==> config.mk <==
export PLATFORM = sky130hd
export DESIGN_NAME = scd_ctrl
export DESIGN_NICKNAME = d
export VERILOG_FILES = /design/src/rtl/core/scd_pkg.sv /design/src/rtl/core/scd_ctrl.sv
export SDC_FILE = /design/constraint.sdc
export NUM_CORES = 1
export LEC_CHECK = 0
export ABC_AREA = 1
export BUFFER_PORTS_ARGS = -buffer_cell sky130_fd_sc_hd__buf_4
export CORE_MARGIN = 10
export CORE_UTILIZATION = 59
export CTS_BUF_LIST = sky130_fd_sc_hd__clkbuf_4 sky130_fd_sc_hd__clkbuf_8
export DETAILED_ROUTE_END_ITERATION = 6
export PLACE_DENSITY = 0.95
export SLEW_MARGIN = 20
export SYNTH_ARGS = -nofsm -noshare
export SYNTH_HDL_FRONTEND = slang
export SYNTH_SLANG_ARGS = --single-unit
export TNS_END_PERCENT = 50
==> constraint.sdc <==
create_clock -name aclk -period 2.13 [get_ports aclk]
set_input_delay 0.5325 -clock aclk [delete_from_list [all_inputs] [get_ports aclk]]
set_output_delay 0.5325 -clock aclk [all_outputs]
set_load 0.02 [all_outputs]
==> src/rtl/core/scd_pkg.sv <==
`timescale 1ns / 1ps
// ----------------------------------------------------------------------------
// Stream credit dispatcher package
// Shared constants, item structs and controller/datapath interface structs.
// ----------------------------------------------------------------------------
package scd_pkg;

    localparam int STREAMS     = 8;
    localparam int SID_W       = 3;
    localparam int QUEUE_DEPTH = 64;
    localparam int QPTR_W      = 6;
    localparam int FILL_W      = 7;
    localparam int TAG_BITS    = 32;
    localparam int CAP_W       = 14;
    localparam int TOTAL_W     = 10;
    localparam int LIVE_W      = 4;
    localparam int MINCAP_W    = 11;
    localparam int MEM_DEPTH   = STREAMS * QUEUE_DEPTH;
    localparam int MEM_AW      = SID_W + QPTR_W;
    localparam int PADDR_W     = 3;

    localparam logic [CAP_W-1:0]    CAP_MAX    = {CAP_W{1'b1}};
    localparam logic [MINCAP_W-1:0] MINCAP_RST = 11'd16;
    localparam logic [CAP_W-1:0]    LIMIT_RST  =
        CAP_W'((16 + STREAMS / 2) / STREAMS);
    localparam logic [CAP_W-1:0]    WIN_RST    = CAP_W'(16);

    // divider for the fair-share average
    localparam int DIV_NUM_W = 16;
    localparam int DIV_DEN_W = 5;
    localparam int DIV_CNT_W = 4;

    // sort sequencer
    localparam logic [SID_W-1:0] SORT_LAST = SID_W'(STREAMS - 2);

    // command codes
    localparam logic [1:0] CMD_ENQ  = 2'd0;
    localparam logic [1:0] CMD_DISP = 2'd1;
    localparam logic [1:0] CMD_CPL  = 2'd2;
    localparam logic [1:0] CMD_NONE = 2'd3;

    // status codes
    localparam logic [1:0] STAT_OK   = 2'd0;
    localparam logic [1:0] STAT_DISP = 2'd1;
    localparam logic [1:0] STAT_NONE = 2'd2;
    localparam logic [1:0] STAT_DROP = 2'd3;

    // register index
    localparam logic REG_MIN_CAPACITY = 1'b0;

    typedef struct packed {
        logic [1:0]          command;
        logic [SID_W-1:0]    stream_sel;
        logic [TAG_BITS-1:0] transaction_tag;
    } in_item_t;

    typedef struct packed {
        logic [1:0]          status;
        logic [SID_W-1:0]    out_stream;
        logic [TAG_BITS-1:0] out_tag;
        logic                rebalanced;
    } out_item_t;

    typedef struct packed {
        logic accept;
        logic exec;
        logic rb_init;
        logic sort_step;
        logic sort_key_limit;
        logic div_start;
        logic spread;
        logic peel_begin;
        logic peel_hi;
        logic peel_lo;
        logic out_load;
    } dp_cmd_t;

    typedef struct packed {
        logic need_reb;
        logic sort_done;
        logic div_done;
        logic dec_spread;
        logic dec_peel_hi;
        logic peel_more_hi;
        logic peel_more_lo;
        logic out_free;
    } dp_stat_t;

endpackage

==> src/rtl/core/scd_ctrl.sv <==
`timescale 1ns / 1ps
// ----------------------------------------------------------------------------
// Stream credit dispatcher controller
// Sequences item execution, the rebalance walk and the result hand-off.
// ----------------------------------------------------------------------------
module scd_ctrl (
    input  logic               aclk,
    input  logic               aresetn,
    input  logic               s_valid,
    output logic               s_ready,
    input  scd_pkg::dp_stat_t  stat,
    output scd_pkg::dp_cmd_t   cmd
);
    import scd_pkg::*;

    typedef enum logic [11:0] {
        S_IDLE      = 12'b0000_0000_0001,
        S_EXEC      = 12'b0000_0000_0010,
        S_POST      = 12'b0000_0000_0100,
        S_RB_INIT   = 12'b0000_0000_1000,
        S_SORT_FILL = 12'b0000_0001_0000,
        S_DIV_START = 12'b0000_0010_0000,
        S_DIV_WAIT  = 12'b0000_0100_0000,
        S_DECIDE    = 12'b0000_1000_0000,
        S_PEEL_HI   = 12'b0001_0000_0000,
        S_PEEL_LO   = 12'b0010_0000_0000,
        S_SORT_LIM  = 12'b0100_0000_0000,
        S_RESULT    = 12'b1000_0000_0000
    } state_t;

    state_t state_reg;
    state_t state_next;

    always_ff @(posedge aclk) begin
        if (!aresetn) begin
            state_reg <= S_IDLE;
        end else begin
            state_reg <= state_next;
        end
    end

    always_comb begin
        state_next = state_reg;
        cmd        = '0;
        case (state_reg)
            S_IDLE: begin
                cmd.accept = s_valid;
                if (s_valid) state_next = S_EXEC;
            end
            S_EXEC: begin
                cmd.exec   = 1'b1;
                state_next = S_POST;
            end
            S_POST: begin
                state_next = stat.need_reb ? S_RB_INIT : S_RESULT;
            end
            S_RB_INIT: begin
                cmd.rb_init = 1'b1;
                state_next  = S_SORT_FILL;
            end
            S_SORT_FILL: begin
                cmd.sort_step = 1'b1;
                if (stat.sort_done) state_next = S_DIV_START;
            end
            S_DIV_START: begin
                cmd.div_start = 1'b1;
                state_next    = S_DIV_WAIT;
            end
            S_DIV_WAIT: begin
                if (stat.div_done) state_next = S_DECIDE;
            end
            S_DECIDE: begin
                if (stat.dec_spread) begin
                    cmd.spread = 1'b1;
                    state_next = S_SORT_LIM;
                end else begin
                    cmd.peel_begin = 1'b1;
                    state_next     = stat.dec_peel_hi ? S_PEEL_HI : S_PEEL_LO;
                end
            end
            S_PEEL_HI: begin
                cmd.peel_hi = 1'b1;
                if (!stat.peel_more_hi) state_next = S_DIV_START;
            end
            S_PEEL_LO: begin
                cmd.peel_lo = 1'b1;
                if (!stat.peel_more_lo) state_next = S_DIV_START;
            end
            S_SORT_LIM: begin
                cmd.sort_step      = 1'b1;
                cmd.sort_key_limit = 1'b1;
                if (stat.sort_done) state_next = S_RESULT;
            end
            S_RESULT: begin
                cmd.out_load = stat.out_free;
                if (stat.out_free) state_next = S_IDLE;
            end
            default: begin
                state_next = S_IDLE;
            end
        endcase
    end

    assign s_ready = state_reg == S_IDLE;

endmodule

Yosys cells after proc, flatten, opt, wreduce, memory -nomap -nowiden
Index checks and enable logic that the tools add are counted.
Operators by class
  muxes and demuxes: 23
  reduce and logical (&&, ||, !) cells: 2
  eq/ne operators: 19
Operator list (number)
  12-bit case mux with 12 select lines: 1
  12-bit two-way mux: 8
  2-bit != test, second input constant: 7
  12-bit by 1-bit == test with 1-bit output, second input constant: 1
  12-bit by 10-bit == test with 1-bit output, second input constant: 1
  12-bit by 11-bit == test with 1-bit output, second input constant: 1
  12-bit == test, second input constant: 1
  12-bit by 2-bit == test with 1-bit output, second input constant: 1
  12-bit by 3-bit == test with 1-bit output, second input constant: 1
  12-bit by 4-bit == test with 1-bit output, second input constant: 1
  12-bit by 5-bit == test with 1-bit output, second input constant: 1
  12-bit by 6-bit == test with 1-bit output, second input constant: 1
  12-bit by 7-bit == test with 1-bit output, second input constant: 1
  12-bit by 8-bit == test with 1-bit output, second input constant: 1
  12-bit by 9-bit == test with 1-bit output, second input constant: 1
  1-bit two-way mux: 11
  11-bit two-way mux: 1
  10-bit two-way mux: 1
  7-bit AND reduction: 1
  2-bit two-way mux: 1
  2-bit OR reduction: 1
Storage, ports and cells
  register bits after elaboration: 12
  output and inout port bits: 12
  word-level logic and storage cells: 45
  input bits: 11

Longest topological paths before layout
  depth after elaboration: 3
  depth in mapped cells: 11
  gate-level depth less buffers: 11

Worst setup path before layout
OpenSTA, ideal clock, no wires.
  path type: register to output
  start: register state_reg[5]
  end: output port cmd[0] (netlist name)
  path buffers: 0
  setup slack: 170 ps
  cell stages (with the launch flop): 6
  required time: 1597 ps
  arrival time: 1427 ps
  cell sequence: dfxtp_1 nor2_2 nand2_4 nor2_8 inv_1 nor4_1
RTL lines
  start: declaration: RTL line scd_ctrl.sv:31  | state_t state_reg;
  start signal: assignment: RTL line scd_ctrl.sv:38  | state_reg <= state_next;
  end: declaration: RTL line scd_ctrl.sv:12  | output scd_pkg::dp_cmd_t cmd

==> out/metrics.yaml <==
global_routing:
  grt_antenna_before_repair: 0
  grt.met3_usage_pct: 3.97
  grtUsageTotal_pct: 14.7
  wire_length_of_the_first_global_routing_pass_um: 4240
  first_global_vias: 996
  use_met1_pct: 16.7
  grt_max_degree: 10
  total_gr_overflow: 0
  grt_busiest_layer: "met2"
  use_met2_pct: 24.9
synthesis:
  synth_top_cells_by_area: "sky130_fd_sc_hd__dfxtp_1 25%, sky130_fd_sc_hd__nand2_1 16%, sky130_fd_sc_hd__inv_1 13%"
  yosys.cell_count.top_type: "sky130_fd_sc_hd__nand2_1"
  synth_seq_area_share_pct: 24.6
  synth_top_cell_by_area: "sky130_fd_sc_hd__dfxtp_1"
  synth_fp_nets: 172
  synth-main-ff-cell: "sky130_fd_sc_hd__dfxtp_1"
  synth_area_per_cell_um2: 6.08
  async_reset_ff_share_pct: 0
  post_synth_instance_area_um2: 978
  synthesis.instances: 161
  synth_enable_flop_cells: 0
  postSynthRegisterBits: 12
  yosysWarnings: 0
  synth_cell_types: 19
  yosys.area.top_type_share_pct: 24.6
  synth.top_cells.by_count: "41 x sky130_fd_sc_hd__nand2_1, 35 x sky130_fd_sc_hd__inv_1, 25 x sky130_fd_sc_hd__nor2_1"
routing:
  detail_route.wl_per_cell_um: 12.9
  vias_per_cell: 5.21
  drt.antenna.violating_nets: 0
  drt_first_pass_iters: 5
  drtIter0Drc: 51
  route.final.wire_length_um: 2600
  via_count: 1053
  drc: 0
power_and_ir_drop:
  max_vdd_drop_mv: 0.884
  power_frac_comb_pct: 65.2
  power.static_leakage_nw: 0.691
  power_density_nw_per_um2: 1230
  seq_power_share_pct: 21.9
  sw_frac_of_total_pct: 51.9
  cell_int_power_uw: 708
  power.clock.fraction_pct: 12.9
  net_switching_power_uw: 764
critical_path:
  setup.worst_path.start_class: "flip-flop"
  worstRegToRegCells: 10
  worstSetupStartpoint: "state_reg[7]"
  worstReg2RegStart: "state_reg[7]"
  crit_required_ns: 1.60
  regToRegEndpoint: "state_reg[4]"
  worst-path-max-fanout: 7
  timing.setup.critical_path_class: "reg -> out"
  critical_path_sink: "cmd[0]"
  worstSetupEndpointType: "primary output"
  ff2ff_setup_slack_ns: 0.69
  critical_path_arrival_ns: 1.56
die:
  die_width_um: 60.7
  num_rows: 14
  start_util_pct: 63.5
  ioPinCount: 23
  floorplan.die.height_um: 60.7
  placeableCoreArea_um2: 1540
  die-area_um2: 3690
clock_network:
  ctsRootBufferMaster: "sky130_fd_sc_hd__clkbuf_4"
  cts.htree.levels: 1
  worstSkewPairLatency_ns: 0.28
  cts-root-to-sink-buffers: 2
  clock_tree_sinks: 12
  cts_made_buffers: 3
  tritoncts: "yes"
  clk_pin_slew_worst_paths_ns: 0.08
status:
  run_status: "complete, no violations"
placed_design:
  finalWeightedCongestion: 0.869
  pre_cts_slack_ns: 0.355
  place_area_um2: 1150
  dp_cells: 198
  port_buffers: 22
  dp_hpwl_um: 2070
cells_and_area:
  largest_register_ff_count: 12
  finish.net_count: 198
  design_area_um2: 1200
  syn_to_layout_area_delta_pct: 22.6
  layout.filler_cells: 112
  antennaDiodeCount: 0
  layout-drive-gt1-share_pct: 28.0
  layout.cells.non_filler: 202
sta:
  fin_crit_sh_pct: 98.4
  timing_worst_slew_pin_value_ns: 0.251
  final-max-slew-violation-count: 0
  finalCriticalPeriod_ns: 2.10
  setup_viol: 0
  fmax_mhz: 477
  timing.final.hold_violations: 0
  fin_setup_tns_ns: 0
  smallest_setup_slack_after_layout_ns: 0.0335
  timing.clock.skew_ns: 0.00527
  max_slew_margin_pct: 83.1
hold_path:
  timing.hold.worst.class: "in -> reg"
job:
  drv_cap: 0
## placed cells by master (no fill, tap or decap)
master and count:
sky130_fd_sc_hd__nor4_1 1, sky130_fd_sc_hd__a21oi_1 2, sky130_fd_sc_hd__nand3_2 3, sky130_fd_sc_hd__o21ai_0 2, sky130_fd_sc_hd__nand2_1 41, sky130_fd_sc_hd__nor3_1 5, sky130_fd_sc_hd__dfxtp_1 11, sky130_fd_sc_hd__nor2_4 6
sky130_fd_sc_hd__inv_1 35, sky130_fd_sc_hd__nand3_1 8, sky130_fd_sc_hd__nand2_8 1, sky130_fd_sc_hd__buf_4 22, sky130_fd_sc_hd__nor2_8 1, sky130_fd_sc_hd__nand2_4 3, sky130_fd_sc_hd__clkbuf_8 1, sky130_fd_sc_hd__nand2_2 4
sky130_fd_sc_hd__clkbuf_4 3, sky130_fd_sc_hd__nand4_1 3, sky130_fd_sc_hd__nor2_2 7, sky130_fd_sc_hd__nor2_1 25, sky130_fd_sc_hd__nor3b_1 1, sky130_fd_sc_hd__dfxtp_2 1
## metrics by stage
step / power [mW] / util [%] / hold slack [ns]
6_report: 1.47 / 77.8 / 0.506
4_1_cts: 1.46 / 77.1 / 0.505
3_3_place_gp: 1.23 / 74.8 / 0.547
5_1_grt: 1.60 / 77.8 / 0.517
3_5_place_dp: 1.26 / 74.8 / 0.556
2_1_floorplan: 1.06 / - / 0.533
## area by class of cell
cell class              instances  area (um^2)  area share (%)
well taps                      16         20.0            1.67
clock buffers                   4         36.3            3.02
repair buffers                 22          165            13.8
inverters                      35          131            10.9
multi-input cells             113          606            50.5
flip-flops and latches         12          241            20.1
## power groups by stage
stage          clock [mW]  combinational [mW]  sequential (mW)
4_1_cts             0.192               0.951            0.316
3_5_place_dp            0               0.934            0.321
6_report            0.190               0.960            0.322
5_1_grt             0.201                1.07            0.328
2_1_floorplan           0               0.743            0.312
3_3_place_gp            0               0.909            0.317
## worst min path at each step
stage	from	to	slack (ns)	depth (start not counted)
floorplan	state_reg[10]	state_reg[10]	0.53	4
global placement	state_reg[10]	state_reg[10]	0.55	4
detailed placement	state_reg[11]	state_reg[11]	0.56	4
CTS	stat[3]	state_reg[9]	0.50	4
global route	stat[3]	state_reg[9]	0.52	4
finish	stat[3]	state_reg[9]	0.51	4
## repair_timing
item                       4_1_cts  5_1_grt
setup buffers                    0        0
resized for setup                0        3
setup endpoints to repair        0        2
hold buffers                     0        0
## kinds of logic after synthesis
kind of cell / after synthesis / share of synthesized area (%)
AOI/OAI and AO/OA: 4 / 2.05
and+or+nand+nor: 109 / 58.8
DFF: 12 / 24.6
buffers and inverters: 36 / 14.6
## layer usage
metal / up-vias / share of wire, %
li1: 531 / -
met1: 480 / 41
met2: 37 / 50
met3: 5 / 7.7
met4: 0 / 1.3
met5: - / 0
## worst max-delay path, stage by stage, from the launching register on
cell and delay [ns]:
sky130_fd_sc_hd__dfxtp_1 0.36, sky130_fd_sc_hd__nor2_2 0.21, sky130_fd_sc_hd__nand2_4 0.12, sky130_fd_sc_hd__nor2_8 0.14, sky130_fd_sc_hd__inv_1 0.08, sky130_fd_sc_hd__nor4_1 0.18
sky130_fd_sc_hd__buf_4 0.19
No activity file was read; power rests on OpenSTA's default activity.
